<file path="src/hdl/ccfr_pkg.sv">
`timescale 1ns / 1ps
package ccfr_pkg;

  localparam int RAW_CAPACITY_DEF   = 260;
  localparam int FRAME_CAPACITY_DEF = 257;
  localparam int CMP_W              = 12;  // covers counts up to 1024 plus a byte

  localparam logic       OP_FEED = 1'b0;
  localparam logic       OP_READ = 1'b1;

  localparam logic [1:0] STAT_NEED_MORE = 2'd0;
  localparam logic [1:0] STAT_IDLE      = 2'd1;
  localparam logic [1:0] STAT_DROP      = 2'd2;
  localparam logic [1:0] STAT_READY     = 2'd3;

  localparam logic [15:0] CRC_INIT = 16'hFFFF;
  localparam logic [15:0] CRC_POLY = 16'h1021;

  typedef enum logic [2:0] {
    S_IDLE,
    S_FETCH,
    S_USE,
    S_FINISH,
    S_RESULT
  } ccfr_state_t;

  // CRC-16/CCITT-FALSE, one byte, MSB first
  function automatic logic [15:0] crc_byte(input logic [15:0] crc_in, input logic [7:0] data);
    logic [15:0] c;
    c = crc_in ^ {data, 8'h00};
    for (int b = 0; b < 8; b++) begin
      if (c[15]) begin
        c = {c[14:0], 1'b0} ^ CRC_POLY;
      end else begin
        c = {c[14:0], 1'b0};
      end
    end
    return c;
  endfunction

endpackage

</file>
<file path="src/hdl/ccfr_crc.sv">
`timescale 1ns / 1ps
module ccfr_crc (
  input  logic        clk,
  input  logic        init,
  input  logic        en,
  input  logic [7:0]  data,
  output logic [15:0] crc
);

  always_ff @(posedge clk) begin
    if (init) begin
      crc <= ccfr_pkg::CRC_INIT;
    end else if (en) begin
      crc <= ccfr_pkg::crc_byte(crc, data);
    end
  end

endmodule

</file>
<file path="config.mk">
export PLATFORM = sky130hd
export DESIGN_NAME = ccfr_crc
export DESIGN_NICKNAME = d
export VERILOG_FILES = /design/src/hdl/ccfr_pkg.sv /design/src/hdl/ccfr_crc.sv
export SDC_FILE = /design/constraint.sdc
export NUM_CORES = 1
export LEC_CHECK = 0
export BUFFER_PORTS_ARGS = -buffer_cell sky130_fd_sc_hd__buf_4
export CAP_MARGIN = 25
export CORE_ASPECT_RATIO = 1.25
export CORE_MARGIN = 2
export CORE_UTILIZATION = 36
export CTS_BUF_LIST = sky130_fd_sc_hd__clkbuf_4 sky130_fd_sc_hd__clkbuf_8
export DETAILED_ROUTE_END_ITERATION = 8
export PLACE_DENSITY = 0.67
export SLEW_MARGIN = 10
export SYNTH_ARGS = -nofsm -noshare
export SYNTH_HDL_FRONTEND = slang
export SYNTH_SLANG_ARGS = --single-unit
</file>
<file path="constraint.sdc">
create_clock -name clk -period 1.26 [get_ports clk]
set_input_delay 0.189 -clock clk [delete_from_list [all_inputs] [get_ports clk]]
set_output_delay 0.189 -clock clk [all_outputs]
set_load 0.005 [all_outputs]
</file>
==> metrics.txt <==
via count=708; Inserted Clock Buffers=3; failing checks=setup timing; final antenna-violating net count=0; CTS Buffer Depth=2; total negative slack=-39.07 ps; vias in the first global route=708; TritonCTS clock tree=yes; router iterations before antenna repair=2; Worst Tran Pin Value=313.3 ps; Worst setup startpoint=crc[4]; n_diodes=0; area delta synth->final=44.08%; fin crit period=1299 ps; flops & latches, synth=16; max reg flops=16; clk_lat worst skew=290 ps; Yosys warnings=0; Avg WL per Cell=11.82 µm; Die Wd=49.21 µm; Final period util=103.1%; IO Count=27; clock sink count=16; RSZ-0062 raised after global routing=yes; leading cell type in the layout, fill and taps excluded=buf_4; RD Place Congestion=0.7237; count of input and output buffers=26; status=finished with violations; drt via density=4.658; crit-path max FO=2; Max-cap violations=0; crit path kind=reg2reg; Final Hold Viols=0; worst min path class=in2reg; initial antenna violation count=0; worst path required time=1440 ps; Critical Path End=crc[12]; Final Setup Violations=1; cts hold-fix bufs=0; CP endpoint kind=register; library cells used by synthesis=17; max-slew violations=0; clock skew=10.87 ps; WL final=1796 µm; post-synthesis cell count=81; dpl hpwl=1322 µm; VDD IR max=0.0008023 V; ranking of synthesized cells by area=dfxtp_1, xnor3_1, xnor2_1; Worst R2R Start=crc[4]; H-tree depth=1; layout net count=131; Die Y=60.51 µm; worst reg2reg setup slack=-40 ps; Top Registers=crc x16; Fillers=234; cells on worst reg2reg path=3; gr ovfl total=0; Total Routing Usage GR=13.53%; syn nets=92; Hold Worst Slack=212.9 ps; most flop-heavy register=crc; number of cell rows=20; Synth top area share=34.83%; CP Launch Type=register; Max Freq=769.8 MHz; max_slew headroom=79.09%; Initial Util=37.89%; layout cell share with drive strength beyond 1=45.38%; die area=0.002977 mm²; Placeable Area=0.002427 mm²; DRT iter0 DRCs=5; Pwr Total=0.001952 W; largest net degree at the start of global routing=18; Pwr Density=1473 mW/mm²; Mapped Area=919.6 µm²; final setup margin=-39.07 ps; largest area contributor in the netlist=dfxtp_1; Worst Hold Depth=2; r2r endpoint=crc[12]; sequential area share after synthesis=34.83%; Syn Area/Cell=11.35 µm²; DRC Markers=0; global-route wire length before repair=3049 µm; Leak=0.6316 nW; most frequent cells in the layout=buf_4, dfxtp_1, a21oi_1; Clk pin slew, worst setup/hold paths=100 ps; clock root cell=clkbuf_4; critical path arrival=1480 ps
[where the power goes]
group	leakage, nW	total [W]	switching [W]	internal (W)
logic	0.481	0.000944	0.000289	0.000656
registers	0.132	0.000700	0.0000984	0.000601
clock network	0.0184	0.000308	0.000163	0.000144
[worst max-delay path: stages (launching register included)]
cell	delay (ps)
dfxtp_2	330
xor3_1	340
xnor3_1	360
a21bo_1	170
[worst min-delay path by stage]
stage	start	to	slack, ps
floorplan	en	crc[12]	470
global placement	en	crc[10]	500
detailed placement	en	crc[1]	510
CTS	en	crc[2]	200
global route	en	crc[2]	210
finish	en	crc[2]	210
[synthesized netlist by cell type (all sizes together)]
master and number:
o21bai 1, inv 1, nor2 3, a21bo 1
xnor2 11, xor2 5, xnor3 7, a211o 7
nor2b 7, xor3 2, a21oi 8, o21ai 4
dfxtp 16, clkbuf 5, nor3 3
[layer usage]
layer,global-route usage [%],up-vias,share of wire (%)
met2,24.52,17,50
met3,1.478,4,4.2
li1,-,356,-
met5,0,-,0
met4,8.571,0,1.9
met1,15.44,331,44
[metrics by stage]
stage	setup slack [ps]	instance area [µm²]	cells	util [%]
after global placement	-47.02	1225	145	50.46
after detailed placement	-83.90	1225	145	50.46
after floorplan	-9.912	932.1	81	-
after CTS	-49.82	1286	149	52.99
after global routing	-77.47	1325	152	54.59
final	-39.07	1325	152	54.59
[logic make-up (layout without fill, tap and decap cells)]
kind of cell / count (synthesis) / after routing / synth area share, %
buffers and inverters: 6 / 44 / 2.449
and+or+nand+nor: 13 / 13 / 7.618
DFF: 16 / 16 / 34.83
xor gates and xnor gates: 25 / 25 / 40.00
AOI/OAI and AO/OA: 21 / 21 / 15.10
[what timing repair did]
action / 4_1_cts / 5_1_grt
endpoints found under the setup margin: 7 / 7
pin swaps: 0 / 3
cloned: 0 / 0
buffers inserted: 0 / 3
resized for setup: 4 / 4
[final cells by class]
type / count / area [µm²] / area share (%)
multi-input cells: 59 / 629.4 / 47.50
flip-flops and latches: 16 / 327.8 / 24.74
repair buffers: 39 / 292.8 / 22.10
well taps: 33 / 41.29 / 3.116
clock buffers: 4 / 30.03 / 2.266
inverters: 1 / 3.754 / 0.2833
Power figures use the tool's default switching activity.
