### config.mk
export PLATFORM = sky130hd
export DESIGN_NAME = ccfr_ram
export DESIGN_NICKNAME = d
export VERILOG_FILES = /design/src/hdl/ccfr_ram.sv
export SDC_FILE = /design/constraint.sdc
export NUM_CORES = 2
export LEC_CHECK = 0
export BUFFER_PORTS_ARGS = -buffer_cell sky130_fd_sc_hd__buf_2
export CELL_PAD_IN_SITES_DETAIL_PLACEMENT = 2
export CELL_PAD_IN_SITES_GLOBAL_PLACEMENT = 2
export CORE_UTILIZATION = 51
export CTS_BUF_LIST = sky130_fd_sc_hd__clkbuf_16
export CTS_CLUSTER_DIAMETER = 200
export DETAILED_ROUTE_END_ITERATION = 12
export PLACE_DENSITY = 0.86
export SLEW_MARGIN = 10
export SYNTH_ARGS = -nofsm -noshare
export SYNTH_HDL_FRONTEND = slang
export SYNTH_SLANG_ARGS = --single-unit
### constraint.sdc
create_clock -name clk -period 3 [get_ports clk]
set_input_delay 0.3 -clock clk [delete_from_list [all_inputs] [get_ports clk]]
set_output_delay 0.3 -clock clk [all_outputs]
set_load 0.005 [all_outputs]
### src/hdl/ccfr_ram.sv
`timescale 1ns / 1ps
module ccfr_ram #(
  parameter int WIDTH = 8,
  parameter int DEPTH = 256
) (
  input  logic                     clk,
  input  logic                     we,
  input  logic [$clog2(DEPTH)-1:0] waddr,
  input  logic [WIDTH-1:0]         wdata,
  input  logic                     re,
  input  logic [$clog2(DEPTH)-1:0] raddr,
  output logic [WIDTH-1:0]         rdata
);

  logic [WIDTH-1:0] mem [DEPTH];

  always_ff @(posedge clk) begin
    if (we) begin
      mem[waddr] <= wdata;
    end
    if (re) begin
      rdata <= mem[raddr];
    end
  end

endmodule

==> results of run 1 <==
## cell families after synthesis
family,after synthesis
compound gates,385
buf+inv,235
flops,2056
mux,591
simple gates,466
## per-stage QoR
stage,instances,hold slack [ps]
2_1_floorplan,3733,399
3_3_place_gp,6133,574
==> results by stage, run 1 <==
Yosys:
- When the netlist entered floorplanning its net count stood at between 3k and 4k.
- The synthesized netlist devotes 0% of its cell area to adder and majority cells.
- Of all cell types, the one taking the most synthesized area is edfxtp_1.
- The count of distinct cell types in the synthesized netlist is 54.
- Counting flops with a built-in enable in the synthesized netlist gives 2056.
- The share of synthesized flip-flops with an asynchronous set or reset is 0%.
- The combinational family with the most area after synthesis is multiplexers.
- The xor/xnor share of the synthesized area is 0%.
- The share of cell area taken by muxes after synthesis is between 10% and 20%.
- The area of the mapped netlist is roughly 80000 µm².
- The synthesized-area fraction occupied by ao, oa, aoi and oai cells is under 10%.
- Of the synthesized area, sequential elements account for 77.5%.
- By instance count, the leading cell after synthesis is edfxtp_1.
- After synthesis, the largest area contributor takes up approximately 78% of total cell area.
- The most used flip-flop cell after synthesis is edfxtp_1.
- Ranked by total cell area, the synthesized netlist is headed by edfxtp_1, mux4_2, mux2i_1.
- The number of warning messages in the yosys log is 0.
- The simple-gate portion of the synthesized area is 2.63%.
- The mean cell area of the mapped netlist is around 21 µm².
- By count the netlist is led by edfxtp_1, mux4_2, nor2_1.
- After synthesis the netlist holds a flip-flop and latch count of slightly above 2k.
- Synthesis produced around 3.7k cells.

Die:
- The number of top-level pins is 35.
- Measured along the y axis, the die boundary spans approximately 400 µm.
- The standard-cell row count is roughly 140.
- The initial cell density of the core is just over 50%.
- From left edge to right edge, the die measures slightly below 400 µm.

Run status:
- The first error in the log reads "[ERROR DPL-0033] detailed placement checks failed during check placement".
- The step where the flow halted is detailed placement (3_5_place_dp).
- The flow did not finish.

Placed design:
- The post-DP HPWL is approximately 220000 µm.
- The quantity of I/O buffers inserted on ports is 34.
- The routability-driven placement congestion ratio is roughly 0.86.
==> run 2: changes to the inputs <==
==> config.mk (replaced) <==
export PLATFORM = sky130hd
export DESIGN_NAME = ccfr_ram
export DESIGN_NICKNAME = d
export VERILOG_FILES = /design/src/hdl/ccfr_ram.sv
export SDC_FILE = /design/constraint.sdc
export NUM_CORES = 2
export LEC_CHECK = 0
export BUFFER_PORTS_ARGS = -buffer_cell sky130_fd_sc_hd__buf_2
export CORE_UTILIZATION = 40
export DETAILED_ROUTE_END_ITERATION = 12
export PLACE_DENSITY_LB_ADDON = 0.15
export SLEW_MARGIN = 10
export SYNTH_ARGS = -nofsm -noshare
export SYNTH_HDL_FRONTEND = slang
export SYNTH_SLANG_ARGS = --single-unit
==> results by stage, run 2 <==
Run status:
- The flow ran to the end, and the final reports show no timing, DRC or antenna violations.

Clock tree:
- The number of buffers added for setup after CTS is 0.
- The clock tree synthesis step divided the H-tree into 4 levels.
- The master cell of the clock root buffer is clkbuf_16.
- Clock-pin slew was measured on the worst setup and hold paths at 60 ps.
- TritonCTS built the clock tree.
- The maximum buffer depth of the clock tree is 3.
- The number of clock buffers added by TritonCTS is 207.
- The later pin in the worst-skew pair is clocked with a latency of roughly 830 ps.
- For this design, the sink count on the clock tree is ~2.1k.

Route:
- The via count normalized by instance count is 5.60.
- The number of search-and-repair iterations in the first detailed-routing pass is 8.
- The routed layout has roughly 40k vias.
- The detail route stage leaves a number of antenna-violating nets equal to 0.
- The average wire length per cell after detail routing is ~30 µm.
- The total routed wirelength is about 220000 µm.
- The initial detailed-routing violation count is between 3k and 4k.
- The post-route DRC violation count is 0.

Worst setup path:
- The largest individual stage delay along the critical path comes from the cell nor3_1.
- In this design, the stage delay of the slowest critical-path cell is 610 ps.
- The endpoint type of the worst setup path is a flop.
- Walking the worst path, the cells encountered are mux4_2 -> a22o_1 -> a221oi_2 -> o32ai_2 -> nor3_1 -> buf_4 -> nor4_2.
- The arrival time at the worst endpoint is 3520 ps.
- The worst setup path is launched from a flop.
- The worst register-to-register path begins at mem[83][6].
- The class of the most critical setup path is reg2reg.
- The launch point of the worst path is mem[83][6].
- The required time of the critical path is roughly 3600 ps.
- Counting both buffers and inverters, the worst setup path holds a total of 1.
- In this run the worst path has a maximum fanout of 1.
- Broken down by cell family, the worst path's largest delay share belongs to compound AO/OA/AOI/OAI gates.

Placed design:
- The wire-length estimate of the detail-placed layout is between 100000 and 150000 µm.
- The placement-stage cell area is approximately 87000 µm².
- The routability-driven placement congestion ratio is 0.821.
- During placement, the flow inserted port buffers numbering 34.
- Including well taps, the total number of placed cells is between 6k and 7k.

STA:
- Setup repair after global routing left no endpoint under its margin.
- The worst clock skew on the final layout is around 28 ps.
- The final hold violation count is 0.
- The final cycle utilization of the critical path is roughly 100%.
- Across all hold checks on the routed design, the worst slack comes to roughly 120 ps.
- The slew at the pin closest to its max-slew limit is 1210 ps.
- The shortest clock period the worst path allows after layout is 2970 ps.
- The number of endpoints failing setup at the final stage is 0.
- The relative slew slack is between 10% and 20%.
- For this run, the top clock speed supported by timing is 337 MHz.
- The total count of max-transition violations in the final report was 0.

Layout:
- The fraction of layout instances using a drive strength above 1 is approximately 31%.
- mem holds more flip-flops than any other register.
- The most common cell after layout, fill and taps aside is edfxtp_1.
- The final-layout fill cell count is ~16k.
- The cell area after layout is 93900 µm².
- In the layout the commonest cells are edfxtp_1, buf_4, mux4_2.
- Leaving out filler cells and counting taps, the final layout contains roughly 7.2k.
- The relative area change from synthesis to final layout is 18.0%.
- The post-layout net count is ~4.4k.
- The largest registers in the layout are mem (2048), rdata (8).
- The flip-flop count of the largest register after layout is between 2k and 2.5k.
- For this run, the share of the core covered by cells in the final layout is a little under half.

GRT:
- The number of antenna violations at the first check in global routing is 15.
- Entering global routing, the biggest net connects about 110 pins.
- Global routing used a little over a fifth of the available tracks.
- The first global-routing pass estimated just over 300000 µm of wire.
- The number of global-route vias before repair was between 40k and 50k.
- The overall overflow remaining after global route is 0.

Run:
- Across the run, the number of max-cap violations was 0.

Yosys:
- Of the post-synthesis cell area, the dominant cell type holds 77.5%.
- The number of nets handed over by synthesis was around 3.8k.
- During synthesis, Yosys emitted a total of 0 warnings.
- In the synthesized netlist the dominant register cell turns out to be edfxtp_1.
- Sorting the synthesized cells by how often they occur yields edfxtp_1, mux4_2, nor2_1.
- Sorting the synthesized cells by area gives the leading types as edfxtp_1, mux4_2, mux2i_1.
- The share of synthesized flip-flops with an asynchronous set or reset is 0%.
- The cell count after synthesis is roughly 3.7k.
- The largest total area in the synthesized netlist belongs to edfxtp_1.
- The portion of the post-synthesis area used by sequential elements is between 70% and 80%.
- Averaged over all synthesized cells, the footprint is ~21 µm².
- In this run, synthesis produced a sequential element count of 2056.
- Yosys instantiated no cell more often than edfxtp_1.
- The count of distinct cell types in the synthesized netlist is between 50 and 60.
- The number of enable-type register cells in the synthesized netlist is slightly above 2k.
- The area of the mapped netlist is around 80000 µm².

Die:
- In this run the horizontal extent of the chip is between 400 and 500 µm.
- The floorplan step set the die height to roughly 450 µm.
- The initial utilization of the core area, before any placement, comes to between 40% and 50%.
- The total area inside the core boundary comes to about 200000 µm².
- The die covers ~200000 µm².
- The standard-cell row count is 163.
- The number of top-level pins is 35.

Power:
- Dividing total power by cell area gives a power density of between 600 and 700 nW/µm².
- Total power for the finished layout comes to roughly 61000 µW.
- The maximum vdd drop is about 0.00053 V.
- The static leakage is approximately 0.03 µW.

Worst hold path:
- The tightest min-delay check is of the in2reg type.
- The worst hold path begins at waddr[2].
[run 2: cell counts after synthesis]
No cell type changed its count.
[run 2: timing repair]
item,CTS,global route
pin swaps,0,0
gates resized for setup,2,2
endpoints found under the setup margin,2,1
hold endpoints to repair,229,0
hold buffers,9,0
[run 2: logic make-up after synthesis]
family / share of synthesized area [%]
buffers and inverters: 1.83
AO/OA/AOI/OAI: 3.42
flip-flops: 77.5
multiplexers: 14.6
AND/OR/NAND/NOR: 2.63
[run 2: per-layer routing]
layer	vias up	wire length, µm	track usage [%]
met5	-	13	0
met4	2	4480	4.96
met3	275	12400	3.27
met2	1245	105000	34.8
met1	21600	94200	31.2
li1	17000	-	-
[run 2: stage by stage]
stage / worst slack, ps / TNS [ps]
6_report: 32.6 / 0
5_1_grt: 32.9 / 0
2_1_floorplan: 624 / 0
4_1_cts: 14.3 / 0
3_5_place_dp: -784 / -4100
3_3_place_gp: -1170 / -6710
[run 2: cell type report]
type	count	area [µm²]	area share [%]
Antenna cell	3	7.51	0.00799
Clock buffer	252	5540	5.90
Clock inverter	128	1150	1.22
Inverter	2	7.51	0.00799
Multi-Input combinational cell	1442	16600	17.7
Sequential cell	2056	61700	65.7
Tap cell	2640	3300	3.52
Timing Repair Buffer	647	5600	5.96
[run 2: path summary, 6_finish.rpt]
| path | end | slack (ps) | depth (start not counted) |
|---|---|---|---|
| worst max-delay path | rdata[6] | 30 | 7 |
| worst min-delay path | mem[173][4] | 120 | 3 |
| worst max register to register | rdata[6] | 30 | 7 |
| worst min register to register | rdata[5] | 1170 | 7 |
[run 2: power breakdown]
group          internal (µW)  switching [µW]
logic                   1250            2020
clock network          14800           10800
registers              31700            44.3
[run 2: worst min-delay path, delay by kind of cell]
family,cells,cell delay [ps]
and+or+nand+nor,2,290
buffers and inverters,1,170
Power figures use the tool's default switching activity.
